--- src/hw/rtl/wswa_pkg.sv ---
// Shared types and constants of the wheel speed estimator.
`timescale 1ns / 1ps

package wswa_pkg;

    localparam int OP_W      = 2;
    localparam int CYCLES_W  = 32;
    localparam int SPEED_W   = 32;
    localparam int PERIOD_W  = 27;
    localparam int TIME_W    = 32;
    localparam int CPU_W     = 8;
    localparam int TIMEOUT_W = 16;
    localparam int MRPM_W    = 36;

    localparam int CFG_INDEX_W = 1;
    localparam int CFG_DATA_W  = 16;

    localparam logic [OP_W-1:0] OP_EDGE   = 2'd0;
    localparam logic [OP_W-1:0] OP_TICK   = 2'd1;
    localparam logic [OP_W-1:0] OP_REPORT = 2'd2;

    localparam logic [CFG_INDEX_W-1:0] CFG_CYCLES_PER_US = 1'b0;
    localparam logic [CFG_INDEX_W-1:0] CFG_TIMEOUT_MS    = 1'b1;

    localparam logic [CPU_W-1:0]     CPU_RESET     = 8'd48;
    localparam logic [TIMEOUT_W-1:0] TIMEOUT_RESET = 16'd100;

    localparam logic [PERIOD_W-1:0] PERIOD_MAX     = 27'h7FF_FFFF;
    localparam logic [SPEED_W-1:0]  SPEED_MAX      = 32'hFFFF_FFFF;
    localparam logic [MRPM_W-1:0]   MRPM_NUMERATOR = 36'd60000000000;

    typedef struct packed {
        logic load_edge;
        logic load_report;
        logic tick;
        logic edge_clear;
        logic edge_start;
        logic edge_latch;
        logic edge_update;
        logic rep_check;
        logic store_zero;
        logic rd_newest;
        logic div_avg;
        logic div_speed_ram;
        logic div_speed_avg;
        logic store_speed;
        logic next_wheel;
        logic out_load;
    } dp_cmd_t;

    typedef struct packed {
        logic wheel_ok;
        logic ignore_sel;
        logic rep_zero;
        logic rep_partial;
        logic div_done;
        logic last_wheel;
        logic out_free;
    } dp_status_t;

endpackage

--- src/hw/rtl/wswa_ram.sv ---
// Generic simple dual-port RAM with a registered read port.
`timescale 1ns / 1ps

module wswa_ram #(
    parameter int WIDTH = 27,
    parameter int DEPTH = 54
) (
    input  logic                     clk,
    input  logic                     wr_en,
    input  logic [$clog2(DEPTH)-1:0] wr_addr,
    input  logic [WIDTH-1:0]         wr_data,
    input  logic                     rd_en,
    input  logic [$clog2(DEPTH)-1:0] rd_addr,
    output logic [WIDTH-1:0]         rd_data
);

    logic [WIDTH-1:0] mem [DEPTH];
    logic [WIDTH-1:0] rd_data_reg;

    always_ff @(posedge clk)
    begin
        if (wr_en)
        begin
            mem[wr_addr] <= wr_data;
        end
        if (rd_en)
        begin
            rd_data_reg <= mem[rd_addr];
        end
    end

    assign rd_data = rd_data_reg;

endmodule

--- src/hw/rtl/wswa_div.sv ---
// Iterative restoring divider that retires one quotient bit per cycle.
`timescale 1ns / 1ps

module wswa_div #(
    parameter int NUM_W = 36,
    parameter int DEN_W = 32
) (
    input  logic             clk,
    input  logic             rst_n,
    input  logic             start,
    input  logic [NUM_W-1:0] num,
    input  logic [DEN_W-1:0] den,
    output logic             busy,
    output logic             done,
    output logic [NUM_W-1:0] quot
);

    localparam int CNT_W = $clog2(NUM_W + 1);

    logic [NUM_W-1:0] quot_reg;
    logic [DEN_W-1:0] rem_reg;
    logic [DEN_W-1:0] den_reg;
    logic [CNT_W-1:0] count_reg;
    logic             busy_reg;
    logic             done_reg;

    logic [DEN_W:0]   rem_shift;
    logic [DEN_W+1:0] diff;
    logic             borrow;

    // A zero divisor never borrows, so the quotient comes out as all ones.
    assign rem_shift = {rem_reg, quot_reg[NUM_W-1]};
    assign diff      = {1'b0, rem_shift} - {2'b00, den_reg};
    assign borrow    = diff[DEN_W+1];

    always_ff @(posedge clk or negedge rst_n)
    begin
        if (!rst_n)
        begin
            busy_reg  <= 1'b0;
            done_reg  <= 1'b0;
            count_reg <= '0;
        end
        else
        begin
            done_reg <= 1'b0;
            if (start)
            begin
                busy_reg  <= 1'b1;
                count_reg <= CNT_W'(NUM_W);
            end
            else if (busy_reg)
            begin
                count_reg <= count_reg - 1'b1;
                if (count_reg == CNT_W'(1))
                begin
                    busy_reg <= 1'b0;
                    done_reg <= 1'b1;
                end
            end
        end
    end

    always_ff @(posedge clk)
    begin
        if (start)
        begin
            quot_reg <= num;
            rem_reg  <= '0;
            den_reg  <= den;
        end
        else if (busy_reg)
        begin
            quot_reg <= {quot_reg[NUM_W-2:0], ~borrow};
            if (!borrow)
            begin
                rem_reg <= diff[DEN_W-1:0];
            end
            else
            begin
                rem_reg <= rem_shift[DEN_W-1:0];
            end
        end
    end

    assign busy = busy_reg;
    assign done = done_reg;
    assign quot = quot_reg;

endmodule

--- src/hw/rtl/wswa_datapath.sv ---
// Datapath: per-wheel state, period ring, shared divider and result register.
`timescale 1ns / 1ps

module wswa_datapath
    import wswa_pkg::*;
#(
    parameter int TEETH  = 27,
    parameter int WHEELS = 2
) (
    input  logic                 clk,
    input  logic                 rst_n,
    input  dp_cmd_t              cmd,
    output dp_status_t           status,
    input  logic                 wheel,
    input  logic [CYCLES_W-1:0]  capture_cycles,
    input  logic [CPU_W-1:0]     cycles_per_us,
    input  logic [TIMEOUT_W-1:0] timeout_limit,
    input  logic                 out_ready,
    output logic                 out_valid,
    output logic [SPEED_W-1:0]   right_speed_mrpm,
    output logic [SPEED_W-1:0]   left_speed_mrpm
);

    localparam int WEIGHT_TOTAL = TEETH * (TEETH + 1) / 2;
    localparam int POS_W   = $clog2(TEETH);
    localparam int FILL_W  = $clog2(TEETH + 1);
    localparam int WHEEL_W = (WHEELS > 1) ? $clog2(WHEELS) : 1;
    localparam int DEPTH   = WHEELS * TEETH;
    localparam int ADDR_W  = $clog2(DEPTH);
    localparam int WIN_W   = PERIOD_W + $clog2(TEETH + 1);
    localparam int WSUM_W  = PERIOD_W + $clog2(WEIGHT_TOTAL + 1);
    localparam int NUM_A   = (MRPM_W > WSUM_W) ? MRPM_W : WSUM_W;
    localparam int NUM_W   = (NUM_A > CYCLES_W) ? NUM_A : CYCLES_W;
    localparam int WT_W    = $clog2(WEIGHT_TOTAL + 1);
    localparam int DEN_A   = (WIN_W > CPU_W) ? WIN_W : CPU_W;
    localparam int DEN_W   = (DEN_A > WT_W) ? DEN_A : WT_W;

    logic [WHEEL_W-1:0]  wheel_reg;
    logic [CYCLES_W-1:0] cycles_reg;
    logic [PERIOD_W-1:0] period_reg;
    logic [POS_W-1:0]    pos_reg       [WHEELS];
    logic [FILL_W-1:0]   fill_reg      [WHEELS];
    logic [WSUM_W-1:0]   wsum_reg      [WHEELS];
    logic [WIN_W-1:0]    win_reg       [WHEELS];
    logic                ignore_reg    [WHEELS];
    logic [TIME_W-1:0]   last_time_reg [WHEELS];
    logic [TIME_W-1:0]   ms_count_reg;
    logic [SPEED_W-1:0]  speed0_reg;
    logic [SPEED_W-1:0]  speed1_reg;
    logic                out_valid_reg;
    logic [SPEED_W-1:0]  right_reg;
    logic [SPEED_W-1:0]  left_reg;

    logic [POS_W-1:0]    pos_sel;
    logic [FILL_W-1:0]   fill_sel;
    logic [WSUM_W-1:0]   wsum_sel;
    logic [WIN_W-1:0]    win_sel;
    logic [POS_W-1:0]    newest_pos;
    logic [ADDR_W-1:0]   base_addr;
    logic [ADDR_W-1:0]   pos_addr;
    logic [ADDR_W-1:0]   newest_addr;
    logic                ram_rd_en;
    logic [ADDR_W-1:0]   ram_rd_addr;
    logic [PERIOD_W-1:0] ram_rd_data;

    logic                div_start;
    logic [NUM_W-1:0]    div_num;
    logic [DEN_W-1:0]    div_den;
    logic                div_busy;
    logic                div_done;
    logic [NUM_W-1:0]    div_quot;
    logic [PERIOD_W-1:0] speed_period;
    logic [PERIOD_W-1:0] period_sat;
    logic [SPEED_W-1:0]  speed_sat;

    logic [PERIOD_W-1:0] old_period;
    logic [POS_W-1:0]    pos_next;
    logic [FILL_W-1:0]   fill_next;
    logic [WSUM_W-1:0]   wsum_next;
    logic [WIN_W-1:0]    win_next;
    logic [TIME_W-1:0]   elapsed;
    logic                timed_out;

    assign pos_sel  = pos_reg[wheel_reg];
    assign fill_sel = fill_reg[wheel_reg];
    assign wsum_sel = wsum_reg[wheel_reg];
    assign win_sel  = win_reg[wheel_reg];

    assign newest_pos  = (pos_sel == '0) ? POS_W'(TEETH - 1) : pos_sel - 1'b1;
    assign base_addr   = ADDR_W'(wheel_reg) * ADDR_W'(TEETH);
    assign pos_addr    = base_addr + ADDR_W'(pos_sel);
    assign newest_addr = base_addr + ADDR_W'(newest_pos);
    assign ram_rd_en   = cmd.edge_start | cmd.rd_newest;
    assign ram_rd_addr = cmd.rd_newest ? newest_addr : pos_addr;

    wswa_ram #(
        .WIDTH (PERIOD_W),
        .DEPTH (DEPTH)
    ) u_ring (
        .clk     (clk),
        .wr_en   (cmd.edge_update),
        .wr_addr (pos_addr),
        .wr_data (period_reg),
        .rd_en   (ram_rd_en),
        .rd_addr (ram_rd_addr),
        .rd_data (ram_rd_data)
    );

    assign div_start    = cmd.edge_start | cmd.div_avg | cmd.div_speed_ram
                        | cmd.div_speed_avg;
    assign speed_period = cmd.div_speed_ram ? ram_rd_data : div_quot[PERIOD_W-1:0];

    always_comb
    begin
        if (cmd.edge_start)
        begin
            div_num = NUM_W'(cycles_reg);
            div_den = DEN_W'(cycles_per_us);
        end
        else if (cmd.div_avg)
        begin
            div_num = NUM_W'(wsum_sel);
            div_den = DEN_W'(WEIGHT_TOTAL);
        end
        else
        begin
            div_num = NUM_W'(MRPM_NUMERATOR);
            div_den = DEN_W'(TEETH) * DEN_W'(speed_period);
        end
    end

    wswa_div #(
        .NUM_W (NUM_W),
        .DEN_W (DEN_W)
    ) u_div (
        .clk   (clk),
        .rst_n (rst_n),
        .start (div_start),
        .num   (div_num),
        .den   (div_den),
        .busy  (div_busy),
        .done  (div_done),
        .quot  (div_quot)
    );

    assign period_sat = (div_quot > NUM_W'(PERIOD_MAX)) ? PERIOD_MAX
                                                        : div_quot[PERIOD_W-1:0];
    assign speed_sat  = (div_quot > NUM_W'(SPEED_MAX)) ? SPEED_MAX
                                                       : div_quot[SPEED_W-1:0];

    assign old_period = (fill_sel >= FILL_W'(TEETH)) ? ram_rd_data : '0;
    assign pos_next   = (pos_sel == POS_W'(TEETH - 1)) ? '0 : pos_sel + 1'b1;
    assign fill_next  = (fill_sel < FILL_W'(TEETH)) ? fill_sel + 1'b1 : fill_sel;
    assign wsum_next  = wsum_sel + WSUM_W'(TEETH) * WSUM_W'(period_reg)
                      - WSUM_W'(win_sel);
    assign win_next   = win_sel + WIN_W'(period_reg) - WIN_W'(old_period);

    assign elapsed   = ms_count_reg - last_time_reg[wheel_reg];
    assign timed_out = elapsed > TIME_W'(timeout_limit);

    always_ff @(posedge clk or negedge rst_n)
    begin
        if (!rst_n)
        begin
            wheel_reg     <= '0;
            ms_count_reg  <= '0;
            speed0_reg    <= '0;
            speed1_reg    <= '0;
            out_valid_reg <= 1'b0;
            for (int i = 0; i < WHEELS; i++)
            begin
                pos_reg[i]       <= '0;
                fill_reg[i]      <= '0;
                wsum_reg[i]      <= '0;
                win_reg[i]       <= '0;
                ignore_reg[i]    <= 1'b0;
                last_time_reg[i] <= '0;
            end
        end
        else
        begin
            if (cmd.load_edge)
            begin
                wheel_reg <= WHEEL_W'(wheel);
            end
            else if (cmd.load_report)
            begin
                wheel_reg <= '0;
            end
            else if (cmd.next_wheel)
            begin
                wheel_reg <= wheel_reg + 1'b1;
            end

            if (cmd.tick)
            begin
                ms_count_reg <= ms_count_reg + 1'b1;
            end

            if (cmd.edge_clear)
            begin
                pos_reg[wheel_reg]       <= '0;
                fill_reg[wheel_reg]      <= '0;
                wsum_reg[wheel_reg]      <= '0;
                win_reg[wheel_reg]       <= '0;
                last_time_reg[wheel_reg] <= ms_count_reg;
            end
            else if (cmd.edge_update)
            begin
                pos_reg[wheel_reg]       <= pos_next;
                fill_reg[wheel_reg]      <= fill_next;
                wsum_reg[wheel_reg]      <= wsum_next;
                win_reg[wheel_reg]       <= win_next;
                last_time_reg[wheel_reg] <= ms_count_reg;
            end

            if (cmd.rep_check)
            begin
                ignore_reg[wheel_reg] <= timed_out;
            end

            if (cmd.store_zero || cmd.store_speed)
            begin
                if (wheel_reg == WHEEL_W'(0))
                begin
                    speed0_reg <= cmd.store_zero ? '0 : speed_sat;
                end
                else if (wheel_reg == WHEEL_W'(1))
                begin
                    speed1_reg <= cmd.store_zero ? '0 : speed_sat;
                end
            end

            if (cmd.out_load)
            begin
                out_valid_reg <= 1'b1;
            end
            else if (out_ready)
            begin
                out_valid_reg <= 1'b0;
            end
        end
    end

    always_ff @(posedge clk)
    begin
        if (cmd.load_edge)
        begin
            cycles_reg <= capture_cycles;
        end
        if (cmd.edge_latch)
        begin
            period_reg <= period_sat;
        end
        if (cmd.out_load)
        begin
            right_reg <= speed0_reg;
            left_reg  <= speed1_reg;
        end
    end

    assign status.wheel_ok    = 32'(wheel) < 32'(WHEELS);
    assign status.ignore_sel  = ignore_reg[wheel_reg];
    assign status.rep_zero    = timed_out || (fill_sel == '0);
    assign status.rep_partial = fill_sel < FILL_W'(TEETH);
    assign status.div_done    = div_done;
    assign status.last_wheel  = wheel_reg == WHEEL_W'(WHEELS - 1);
    assign status.out_free    = !out_valid_reg || out_ready;

    assign out_valid        = out_valid_reg;
    assign right_speed_mrpm = right_reg;
    assign left_speed_mrpm  = left_reg;

    a_div_start_idle : assert property (@(posedge clk) disable iff (!rst_n)
        div_start |-> !div_busy)
        else $error("Divider started while a division is still running.");

    a_no_update_when_ignored : assert property (@(posedge clk) disable iff (!rst_n)
        cmd.edge_update |-> !ignore_reg[wheel_reg])
        else $error("Ring updated for a wheel whose edges are ignored.");

    a_no_result_overwrite : assert property (@(posedge clk) disable iff (!rst_n)
        cmd.out_load |-> (!out_valid_reg || out_ready))
        else $error("Result register loaded over a beat not yet taken.");

    a_fill_bounded : assert property (@(posedge clk) disable iff (!rst_n)
        fill_reg[wheel_reg] <= FILL_W'(TEETH))
        else $error("Fill count beyond the ring length.");

endmodule

--- src/hw/rtl/wswa_ctrl.sv ---
// Controller state machine that sequences edges, ticks and speed reports.
`timescale 1ns / 1ps

module wswa_ctrl
    import wswa_pkg::*;
(
    input  logic            clk,
    input  logic            rst_n,
    input  logic            in_valid,
    output logic            in_ready,
    input  logic [OP_W-1:0] op,
    output dp_cmd_t         cmd,
    input  dp_status_t      status
);

    localparam logic [3:0] ST_IDLE        = 4'd0;
    localparam logic [3:0] ST_EDGE_START  = 4'd1;
    localparam logic [3:0] ST_EDGE_DIV    = 4'd2;
    localparam logic [3:0] ST_EDGE_UPDATE = 4'd3;
    localparam logic [3:0] ST_REP_CHECK   = 4'd4;
    localparam logic [3:0] ST_REP_READ    = 4'd5;
    localparam logic [3:0] ST_REP_AVG     = 4'd6;
    localparam logic [3:0] ST_REP_AVG_SPD = 4'd7;
    localparam logic [3:0] ST_REP_SPD     = 4'd8;
    localparam logic [3:0] ST_REP_NEXT    = 4'd9;
    localparam logic [3:0] ST_REP_OUT     = 4'd10;

    logic [3:0] state_reg;
    logic [3:0] state_next;

    always_ff @(posedge clk or negedge rst_n)
    begin
        if (!rst_n)
        begin
            state_reg <= ST_IDLE;
        end
        else
        begin
            state_reg <= state_next;
        end
    end

    assign in_ready = (state_reg == ST_IDLE);

    always_comb
    begin
        cmd        = '0;
        state_next = state_reg;
        case (state_reg)
            ST_IDLE:
            begin
                if (in_valid)
                begin
                    case (op)
                        OP_EDGE:
                        begin
                            if (status.wheel_ok)
                            begin
                                cmd.load_edge = 1'b1;
                                state_next    = ST_EDGE_START;
                            end
                        end
                        OP_TICK:
                        begin
                            cmd.tick = 1'b1;
                        end
                        OP_REPORT:
                        begin
                            cmd.load_report = 1'b1;
                            state_next      = ST_REP_CHECK;
                        end
                        default:
                        begin
                        end
                    endcase
                end
            end
            ST_EDGE_START:
            begin
                if (status.ignore_sel)
                begin
                    cmd.edge_clear = 1'b1;
                    state_next     = ST_IDLE;
                end
                else
                begin
                    cmd.edge_start = 1'b1;
                    state_next     = ST_EDGE_DIV;
                end
            end
            ST_EDGE_DIV:
            begin
                if (status.div_done)
                begin
                    cmd.edge_latch = 1'b1;
                    state_next     = ST_EDGE_UPDATE;
                end
            end
            ST_EDGE_UPDATE:
            begin
                cmd.edge_update = 1'b1;
                state_next      = ST_IDLE;
            end
            ST_REP_CHECK:
            begin
                cmd.rep_check = 1'b1;
                if (status.rep_zero)
                begin
                    cmd.store_zero = 1'b1;
                    state_next     = ST_REP_NEXT;
                end
                else if (status.rep_partial)
                begin
                    cmd.rd_newest = 1'b1;
                    state_next    = ST_REP_READ;
                end
                else
                begin
                    cmd.div_avg = 1'b1;
                    state_next  = ST_REP_AVG;
                end
            end
            ST_REP_READ:
            begin
                cmd.div_speed_ram = 1'b1;
                state_next        = ST_REP_SPD;
            end
            ST_REP_AVG:
            begin
                if (status.div_done)
                begin
                    state_next = ST_REP_AVG_SPD;
                end
            end
            ST_REP_AVG_SPD:
            begin
                cmd.div_speed_avg = 1'b1;
                state_next        = ST_REP_SPD;
            end
            ST_REP_SPD:
            begin
                if (status.div_done)
                begin
                    cmd.store_speed = 1'b1;
                    state_next      = ST_REP_NEXT;
                end
            end
            ST_REP_NEXT:
            begin
                if (status.last_wheel)
                begin
                    state_next = ST_REP_OUT;
                end
                else
                begin
                    cmd.next_wheel = 1'b1;
                    state_next     = ST_REP_CHECK;
                end
            end
            ST_REP_OUT:
            begin
                if (status.out_free)
                begin
                    cmd.out_load = 1'b1;
                    state_next   = ST_IDLE;
                end
            end
            default:
            begin
                state_next = ST_IDLE;
            end
        endcase
    end

endmodule

--- src/hw/rtl/wheel_speed_weighted_average.sv ---
// Top level of the wheel speed estimator: configuration registers and block assembly.
`timescale 1ns / 1ps

// Each tooth edge beat turns its capture count into a period in microseconds, stores it
// in a per-wheel ring of the last TEETH periods and updates a triangular-weighted sum
// and a window sum. A tick beat advances the millisecond counter, and a report beat
// returns both wheel speeds in milli-RPM as one output beat. Items are handled one at a
// time, and all division runs on one shared bit-serial divider of N bits, where N is
// 36 at the default TEETH. An unused code is dropped, and an edge for a wheel that the
// last report found timed out clears that wheel's ring instead. A report stores zero
// for a timed-out or empty wheel and skips the averaging division for a filling one.
// A finished report waits in the output register, and the next item is taken meanwhile.
module wheel_speed_weighted_average
    import wswa_pkg::*;
#(
    parameter int TEETH  = 27,
    parameter int WHEELS = 2
) (
    input  logic                   clk,
    input  logic                   rst_n,
    input  logic                   in_valid,
    output logic                   in_ready,
    input  logic [OP_W-1:0]        op,
    input  logic                   wheel,
    input  logic [CYCLES_W-1:0]    capture_cycles,
    output logic                   out_valid,
    input  logic                   out_ready,
    output logic [SPEED_W-1:0]     right_speed_mrpm,
    output logic [SPEED_W-1:0]     left_speed_mrpm,
    input  logic                   cfg_valid,
    output logic                   cfg_ready,
    input  logic [CFG_INDEX_W-1:0] cfg_index,
    input  logic [CFG_DATA_W-1:0]  cfg_data
);

    logic [CPU_W-1:0]     cpu_reg;
    logic [TIMEOUT_W-1:0] timeout_reg;
    dp_cmd_t              cmd;
    dp_status_t           status;

    assign cfg_ready = 1'b1;

    always_ff @(posedge clk or negedge rst_n)
    begin
        if (!rst_n)
        begin
            cpu_reg     <= CPU_RESET;
            timeout_reg <= TIMEOUT_RESET;
        end
        else if (cfg_valid)
        begin
            if (cfg_index == CFG_CYCLES_PER_US)
            begin
                cpu_reg <= cfg_data[CPU_W-1:0];
            end
            else if (cfg_index == CFG_TIMEOUT_MS)
            begin
                timeout_reg <= cfg_data[TIMEOUT_W-1:0];
            end
        end
    end

    wswa_ctrl u_ctrl (
        .clk      (clk),
        .rst_n    (rst_n),
        .in_valid (in_valid),
        .in_ready (in_ready),
        .op       (op),
        .cmd      (cmd),
        .status   (status)
    );

    wswa_datapath #(
        .TEETH  (TEETH),
        .WHEELS (WHEELS)
    ) u_datapath (
        .clk              (clk),
        .rst_n            (rst_n),
        .cmd              (cmd),
        .status           (status),
        .wheel            (wheel),
        .capture_cycles   (capture_cycles),
        .cycles_per_us    (cpu_reg),
        .timeout_limit    (timeout_reg),
        .out_ready        (out_ready),
        .out_valid        (out_valid),
        .right_speed_mrpm (right_speed_mrpm),
        .left_speed_mrpm  (left_speed_mrpm)
    );

endmodule
--- config.mk ---
export PLATFORM = sky130hd
export DESIGN_NAME = wheel_speed_weighted_average
export DESIGN_NICKNAME = d
export VERILOG_FILES = /design/src/hw/rtl/wswa_pkg.sv /design/src/hw/rtl/wswa_ram.sv /design/src/hw/rtl/wswa_div.sv /design/src/hw/rtl/wswa_datapath.sv /design/src/hw/rtl/wswa_ctrl.sv /design/src/hw/rtl/wheel_speed_weighted_average.sv
export SDC_FILE = /design/constraint.sdc
export NUM_CORES = 2
export LEC_CHECK = 0
export BUFFER_PORTS_ARGS = -buffer_cell sky130_fd_sc_hd__buf_4
export CORE_MARGIN = 2
export CORE_UTILIZATION = 52
export CTS_CLUSTER_DIAMETER = 100
export DETAILED_ROUTE_END_ITERATION = 10
export PLACE_DENSITY_LB_ADDON = 0.05
export SYNTH_ARGS = -nofsm -noshare
export SYNTH_HDL_FRONTEND = slang
export SYNTH_SLANG_ARGS = --single-unit
--- constraint.sdc ---
create_clock -name clk -period 16.1 [get_ports clk]
set_input_delay 0.805 -clock clk [delete_from_list [all_inputs] [get_ports clk]]
set_output_delay 0.805 -clock clk [all_outputs]
set_load 0.01 [all_outputs]
---- Word-level counts from Yosys, hierarchy flattened ----
Memories as Yosys holds them, arrays and structs flattened. A register that Yosys moved wholly into a read port is not among the register bits.
Cells that the tools add are included.
word-level totals
  logic and storage cells ................. 218
  input bits .............................. 57
  output and inout port bits .............. 67
  bits in registers ....................... 579
  latch bits .............................. 0
  memories kept ........................... 1
  bits in read-only memories .............. 0
  RAM bits ................................ 1,458
memory list
  memory                 depth  width  read ports  clocked after memory_dff  write ports  RTL line        text
  u_datapath.u_ring.mem  54     27     1           1                         1            wswa_ram.sv:17  logic [WIDTH-1:0] mem [DEPTH];
cells by class
  multiply operators ...................... 3
  bitwise gates (word level) .............. 15
  add/subtract/negate cells ............... 14
  shift operators ......................... 0
  magnitude comparators ................... 7
  multiplexer cells ....................... 106
  div/mod/pow operators ................... 0
  reduce and logical (&&, ||, !) cells .... 20
  equal/unequal tests ..................... 20
operators by type and width
  operator               number
  $mux 32                10
  $mux 36                8
  $mux 64                4
  $mux 72                2
  $bwmux 64              2
  $and 72x72->72         1
  $bwmux 72              1
  $not 72->72            1
  $and 64x64->64         1
  $mul 5x27->32 const A  2
  $not 64->64            1
  $mux 27                2
  $mux 5                 10
  $mux 10                4
  $add 36x32->36         1
  $demux 36 s1           1
  $gt 36x27->1 const B   1
  $gt 36x32->1 const B   1
  $pmux 4 s9             1
  $sub 36x32->36         1
  $mux 1                 35
  $sub 33x32->34         1
  $add 32x1->32 const B  1
  $add 32x27->32         1
  other kinds (52)       92

---- Logic depth before layout (Yosys ltp) ----
  depth in word-level cells ............... 13
  gate-level depth with buffers ........... 35
  gate-level depth less buffers ........... 26

---- Modules after synthesis ----
From an unflattened synthesis, not the netlist that was laid out.
unflattened totals
  cell total of the unflattened synthesis .. 6,213
  area total of the unflattened synthesis .. 95,389.0 sq um
modules (own cells, without submodules)
  module                        seq. area each (sq um)  cells each  area an instance (sq um)  instances
  wswa_ram                      44,592.8                2,410       56,086.3                  1
  wswa_datapath                 11,701.2                3,110       31,647.9                  1
  wswa_div                      2,882.8                 575         6,187.2                   1
  wheel_speed_weighted_average  606.8                   54          915.9                     1
  wswa_ctrl                     100.1                   64          551.8                     1

---- Least setup slack after synthesis ----
No wires, ideal clock.
  kind .................................... register to register
  from .................................... reg u_datapath.wheel_reg
  to ...................................... reg u_datapath.u_div.quot_reg[0], in the netlist u_datapath.u_div.quot[0] (data pin)
  required time ........................... 15.784 ns
  library setup time ...................... 0.316 ns
  path slack .............................. 6.381 ns
  cell stages (with the launch flop) ...... 32
  arrival ................................. 9.403 ns
  buffers on the path ..................... 9
  clock period less this slack ............ 9.719 ns
  cell sequence ........................... dfrtp_1 clkbuf_1 buf_1 clkbuf_1 buf_1 buf_1 clkbuf_1 clkbuf_1 mux2i_1 ha_1 o211ai_2 a21oi_2 o41ai_4 o21bai_1 a21oi_1 xnor2_1 ha_1 a41o_1 a21oi_1 o221ai_1 o31a_1 or4_1 or4b_1 nor4_2 nand3_1 or3_1 clkbuf_1 nand2_1 a21oi_1 inv_1 clkbuf_1 o21ai_0
on the way
  cells in the longest elaborated chain, start to end .. 13
  elaborated cells on any way between the ends .. 29
  classes of those cells .................. add/sub: 1; order compare: 2; mux: 20; bitwise: 4; reduce/logical: 2
RTL lines
  what                                        RTL line              text
  start: declaration                          wswa_datapath.sv:38   logic [WHEEL_W-1:0] wheel_reg;
  start signal: assignment                    wswa_datapath.sv:184  wheel_reg <= WHEEL_W'(wheel);
  start signal: assignment                    wswa_datapath.sv:192  wheel_reg <= wheel_reg + 1'b1;
  $not 1->2 (implied by the code) (*)         --
  $mux 32 (implied by the code) (3 in a row)  wswa_datapath.sv:158  assign elapsed = ms_count_reg - last_time_reg[wheel_reg];
  $sub 32x32->32                              wswa_datapath.sv:158
  $gt 32x16->1                                wswa_datapath.sv:159  assign timed_out = elapsed > TIME_W'(timeout_limit);
  $logic_or 1x1->1                            wswa_datapath.sv:264  assign status.rep_zero = timed_out || (fill_sel == '0);
  $mux 2                                      wswa_ctrl.sv:107      if (status.rep_zero)
  $mux 4                                      wswa_ctrl.sv:49       case (state_reg)
  $or 1x1->1 (2 in a row)                     wswa_datapath.sv:109  assign div_start = cmd.edge_start | cmd.div_avg | cmd.div_speed_ram
  $or 1x1->1                                  wswa_datapath.sv:110  | cmd.div_speed_avg;
  $mux 36 (*)                                 wswa_div.sv:66        if (start)
  end signal: assignment                      wswa_div.sv:68        quot_reg <= num;
  end signal: assignment                      wswa_div.sv:74        quot_reg <= {quot_reg[NUM_W-2:0], ~borrow};
  end: declaration                            wswa_div.sv:20        logic [NUM_W-1:0] quot_reg;
Mark *: on every way between the ends. The rest lies on a longest branch, timed or not. The select of a mux whose other input is x is not followed.
A chain may end at the register's enable or synchronous reset.

---- Final worst setup path ----
  from .................................... reg u_datapath.wheel_reg
  to ...................................... reg u_datapath.u_ring.rd_data_reg[1], in the netlist u_datapath.u_ring.rd_data[1] (read register of u_datapath.u_ring.mem) (data pin)
on the way
  cells in the longest elaborated chain, start to end .. 10
  elaborated cells on any way between the ends .. 31
  classes of those cells .................. add/sub: 4; mul: 1; order compare: 2; mux: 19; bitwise: 2; reduce/logical: 3
RTL lines
  what                                         RTL line                                  text
  $not 1->2 (implied by the code)              --
  $mux 32 (implied by the code) (3 in a row)   wswa_datapath.sv:158
  $sub 32x32->32                               wswa_datapath.sv:158
  $gt 32x16->1                                 wswa_datapath.sv:159
  $logic_or 1x1->1                             wswa_datapath.sv:264
  $mux 2                                       wswa_ctrl.sv:107
  $mux 4                                       wswa_ctrl.sv:49
  $mux 6 / $or 1x1->1 (equally long branches)  wswa_datapath.sv:94, wswa_datapath.sv:93
  end: declaration                             wswa_ram.sv:18                            logic [WIDTH-1:0] rd_data_reg;
Several ways; a longest one is shown, not always the timed one. The select of a mux whose other input is x is not followed.

==> summary.txt <==
Logic synthesis
  • Synth Warn #: 0
  • Fraction of registers with async set/reset: 0.172
  • Post-Synthesis Cells: 8664
  • Post-synthesis sequential area ratio: 0.584
  • Synth top cells by count: edfxtp_1, nand2_1, o21ai_0
  • Share of the synthesized area in the top cell type: 0.491
  • Most frequent cell after synthesis: edfxtp_1
  • Prevailing post-synth register cell: edfxtp_1
  • Synth Area in Simple Gates: 0.119
  • Largest family of logic cells by synthesized area: compound AO/OA/AOI/OAI gates
  • EDFF count, synth: 1676
  • Adder-Cell Fraction of Synth Area: 0.0694
  • Synth Area in Compound Gates: 0.128
  • Mux share of post-synthesis cell area: 0.0453
  • Syn avg cell area: 11.8 sq um
  • Cell taking the most area after synthesis: edfxtp_1
  • Top cells by area, synth: edfxtp_1, dfrtp_1, nand2_1
  • Synth Area in XOR/XNOR: 0.0146
  • Mapped Nets: 9177
  • Yosys reg bits: 2064
  • Mapped Area: 103000 sq um
  • Unique masters post-synth: 91

Global routing
  • Total grt overflow: 0
  • First-pass GRT wire length: 462 mm
  • Initial antenna violation count: 14
  • Number of global-route vias before repair: 70100
  • All-Layer GR Usage: 0.310
  • Largest net degree at the start of global routing: 231

STA
  • Setup Skew: 0.0501 ns
  • Worst-Margin Slew: 1.21 ns
  • Tcrit/Tclk final: 0.634
  • Final Max Tran Viols: 0
  • RSZ-0062 raised after global routing: no
  • Final period demand of the worst path: 10.21 ns
  • Final hold violation count: 0
  • Setup violations, final: 0
  • Setup_tns: 0 ns
  • Final WS setup: 5.89 ns
  • Rel. slew slack: 0.191
  • Max Clk Rate: 97.9 MHz

Worst setup path
  • Delay-heaviest family, CP: simple AND/OR/NAND/NOR gates
  • Max stage delay on crit path: 0.90 ns
  • Crit. End Element: flop
  • Buf/Inv on CP: 2
  • CP startpoint: u_datapath.wheel_reg
  • R2R Path Start: u_datapath.wheel_reg
  • Critical path's slowest cell: dfrtp_4
  • Crit path kind: reg2reg
  • CP required: 16.76 ns
  • Crit path max fanout: 128
  • CP startpoint kind: flop
  • CP arrival: 10.87 ns

Clocking
  • Clock tree from TritonCTS: built
  • Post-CTS Resized: 0
  • Clock Path Buffers: 3
  • CTS Buf Count: 214
  • Root Buffer: clkbuf_16
  • CTS sink cnt: 2064
  • Worst-path clk slew: 0.06 ns
  • Worst-Skew Late Latency: 0.88 ns
  • CTS H-Tree Depth: 4
  • Setup bufs post-CTS: 0

Detailed routing
  • Initial DRC count: 7906
  • Vias per cell: 6.31
  • Drt pass-1 iters: 6
  • Antenna viol nets, final: 0
  • Post-Route WL: 315 mm
  • Drt wl/cell: 27.6 microns
  • Vias post-DR: 71900
  • Number of remaining DRC errors: 0

Die
  • Initial Util: 0.522
  • Die X: 448 microns
  • Core ar.: 197000 sq um
  • DIE AREA: 201000 sq um
  • Rows: 163
  • Ports: 124
  • Chip height: 448 microns

Pwr
  • PwrDens: 98.2 nW/um^2
  • Max IR drop VDD: 0.000100 V
  • Sw Share: 0.226
  • Switch Pwr: 0.00252 W
  • Pleak: 39.9 nW
  • Reg power frac: 0.514
  • Logic pwr share: 0.047
  • Clk pwr share: 0.440
  • Internal Pwr Total: 0.00862 W

Layout
  • Number of flip-flops in the largest register: 1458
  • NumNets Final: 9089
  • Area delta synth->final: 10.5%
  • Number of fillers in the final layout: 16300
  • Share of cells above drive strength 1: 0.104
  • End-of-flow core utilization: 0.577

Run status
  • Status: complete, no violations

Place
  • DP HPWL: 182 mm
  • Port Buffers: 122
  • Placer congestion estimate: 0.876
  • Pre-CTS setup slack: 5.98 ns

Job
  • Max-Cap Viols: 0

Worst hold path
  • Hold Startpoint: capture_cycles[26]
  • Hold crit path type: in2reg
-- cell families (layout without fill, tap and decap cells) --
family	Yosys count	after routing
xor gates and xnor gates	171	171
other	1	8
DFF	2064	2064
and+or+nand+nor	2622	2622
adders and majority gates	456	456
buffers and inverters	1029	1126
muxes	444	444
AOI/OAI and AO/OA	1877	1877
-- area by class of cell --
class | instances | area, sq um | share of cell area
timing repair buffer | 300 | 2460 | 0.0217
clock inverter | 128 | 1180 | 0.0104
antenna | 7 | 17.5 | 0.000154
sequential | 2064 | 59900 | 0.528
multi-input combinational | 5571 | 39300 | 0.346
inverter | 425 | 1600 | 0.0141
clock buffer | 273 | 5680 | 0.0501
tap | 2640 | 3300 | 0.0291
-- cells in the final DEF (no fill, tap or decap), drive strengths merged, types with 268 or more instances in the layout --
cell type and instances:
buf 299, clkbuf 273, dfrtp 351, edfxtp 1676, ha 268, inv 435, mux2i 285, nand2 1121
nand3 317, nor2 407, o21ai 473
-- stage by stage --
| stage | area, sq um | instances | hold WS, ns | power [W] |
|---|---|---|---|---|
| after floorplan | 103000 | 8664 | 0.425 | 0.00615 |
| after global placement | 107000 | 11000 | 0.431 | 0.00634 |
| after detailed placement | 107000 | 11000 | 0.433 | 0.00635 |
| after CTS | 113000 | 11400 | 0.0468 | 0.0112 |
| after global routing | 113000 | 11400 | 0.0775 | 0.0115 |
| final | 113000 | 11400 | 0.112 | 0.0111 |
-- power by group through the flow --
stage / sequential (W) / combinational [W] / clock, W
after floorplan: 0.00583 / 0.000322 / 0
after detailed placement: 0.00583 / 0.000513 / 0
after global placement: 0.00583 / 0.000507 / 0
after CTS: 0.00572 / 0.000515 / 0.00497
after global routing: 0.00572 / 0.000555 / 0.00518
final: 0.00572 / 0.000522 / 0.00490
-- worst paths after layout --
kind                                             endpoint  depth (start not counted)  slack, ns
setup / recovery             u_datapath.u_ring.rd_data[1]                         25       5.89
max in group asynchronous          u_datapath.win_reg[43]                          4      13.42
hold / removal                  u_datapath.cycles_reg[26]                          1       0.11
setup reg to reg             u_datapath.u_ring.rd_data[1]                         25       5.89
hold reg to reg            u_datapath.left_speed_mrpm[19]                          0       0.45
min in group asynchronous                 timeout_reg[15]                          2       0.53
-- routing by layer --
layer  routed length [microns]  up-vias  global-route usage
met5                        42        -                   0
met2                    145000     3172               0.491
met1                    129000    36100               0.418
li1                          -    32100                   -
met3                     27700      585              0.0644
met4                     13200        6               0.125
-- timing repair --
item,CTS,global route
endpoints found under the hold margin,78,0
setup endpoints to repair,0,0
hold buffers,1,0
Note: power is estimated with default switching activity, not from simulation.
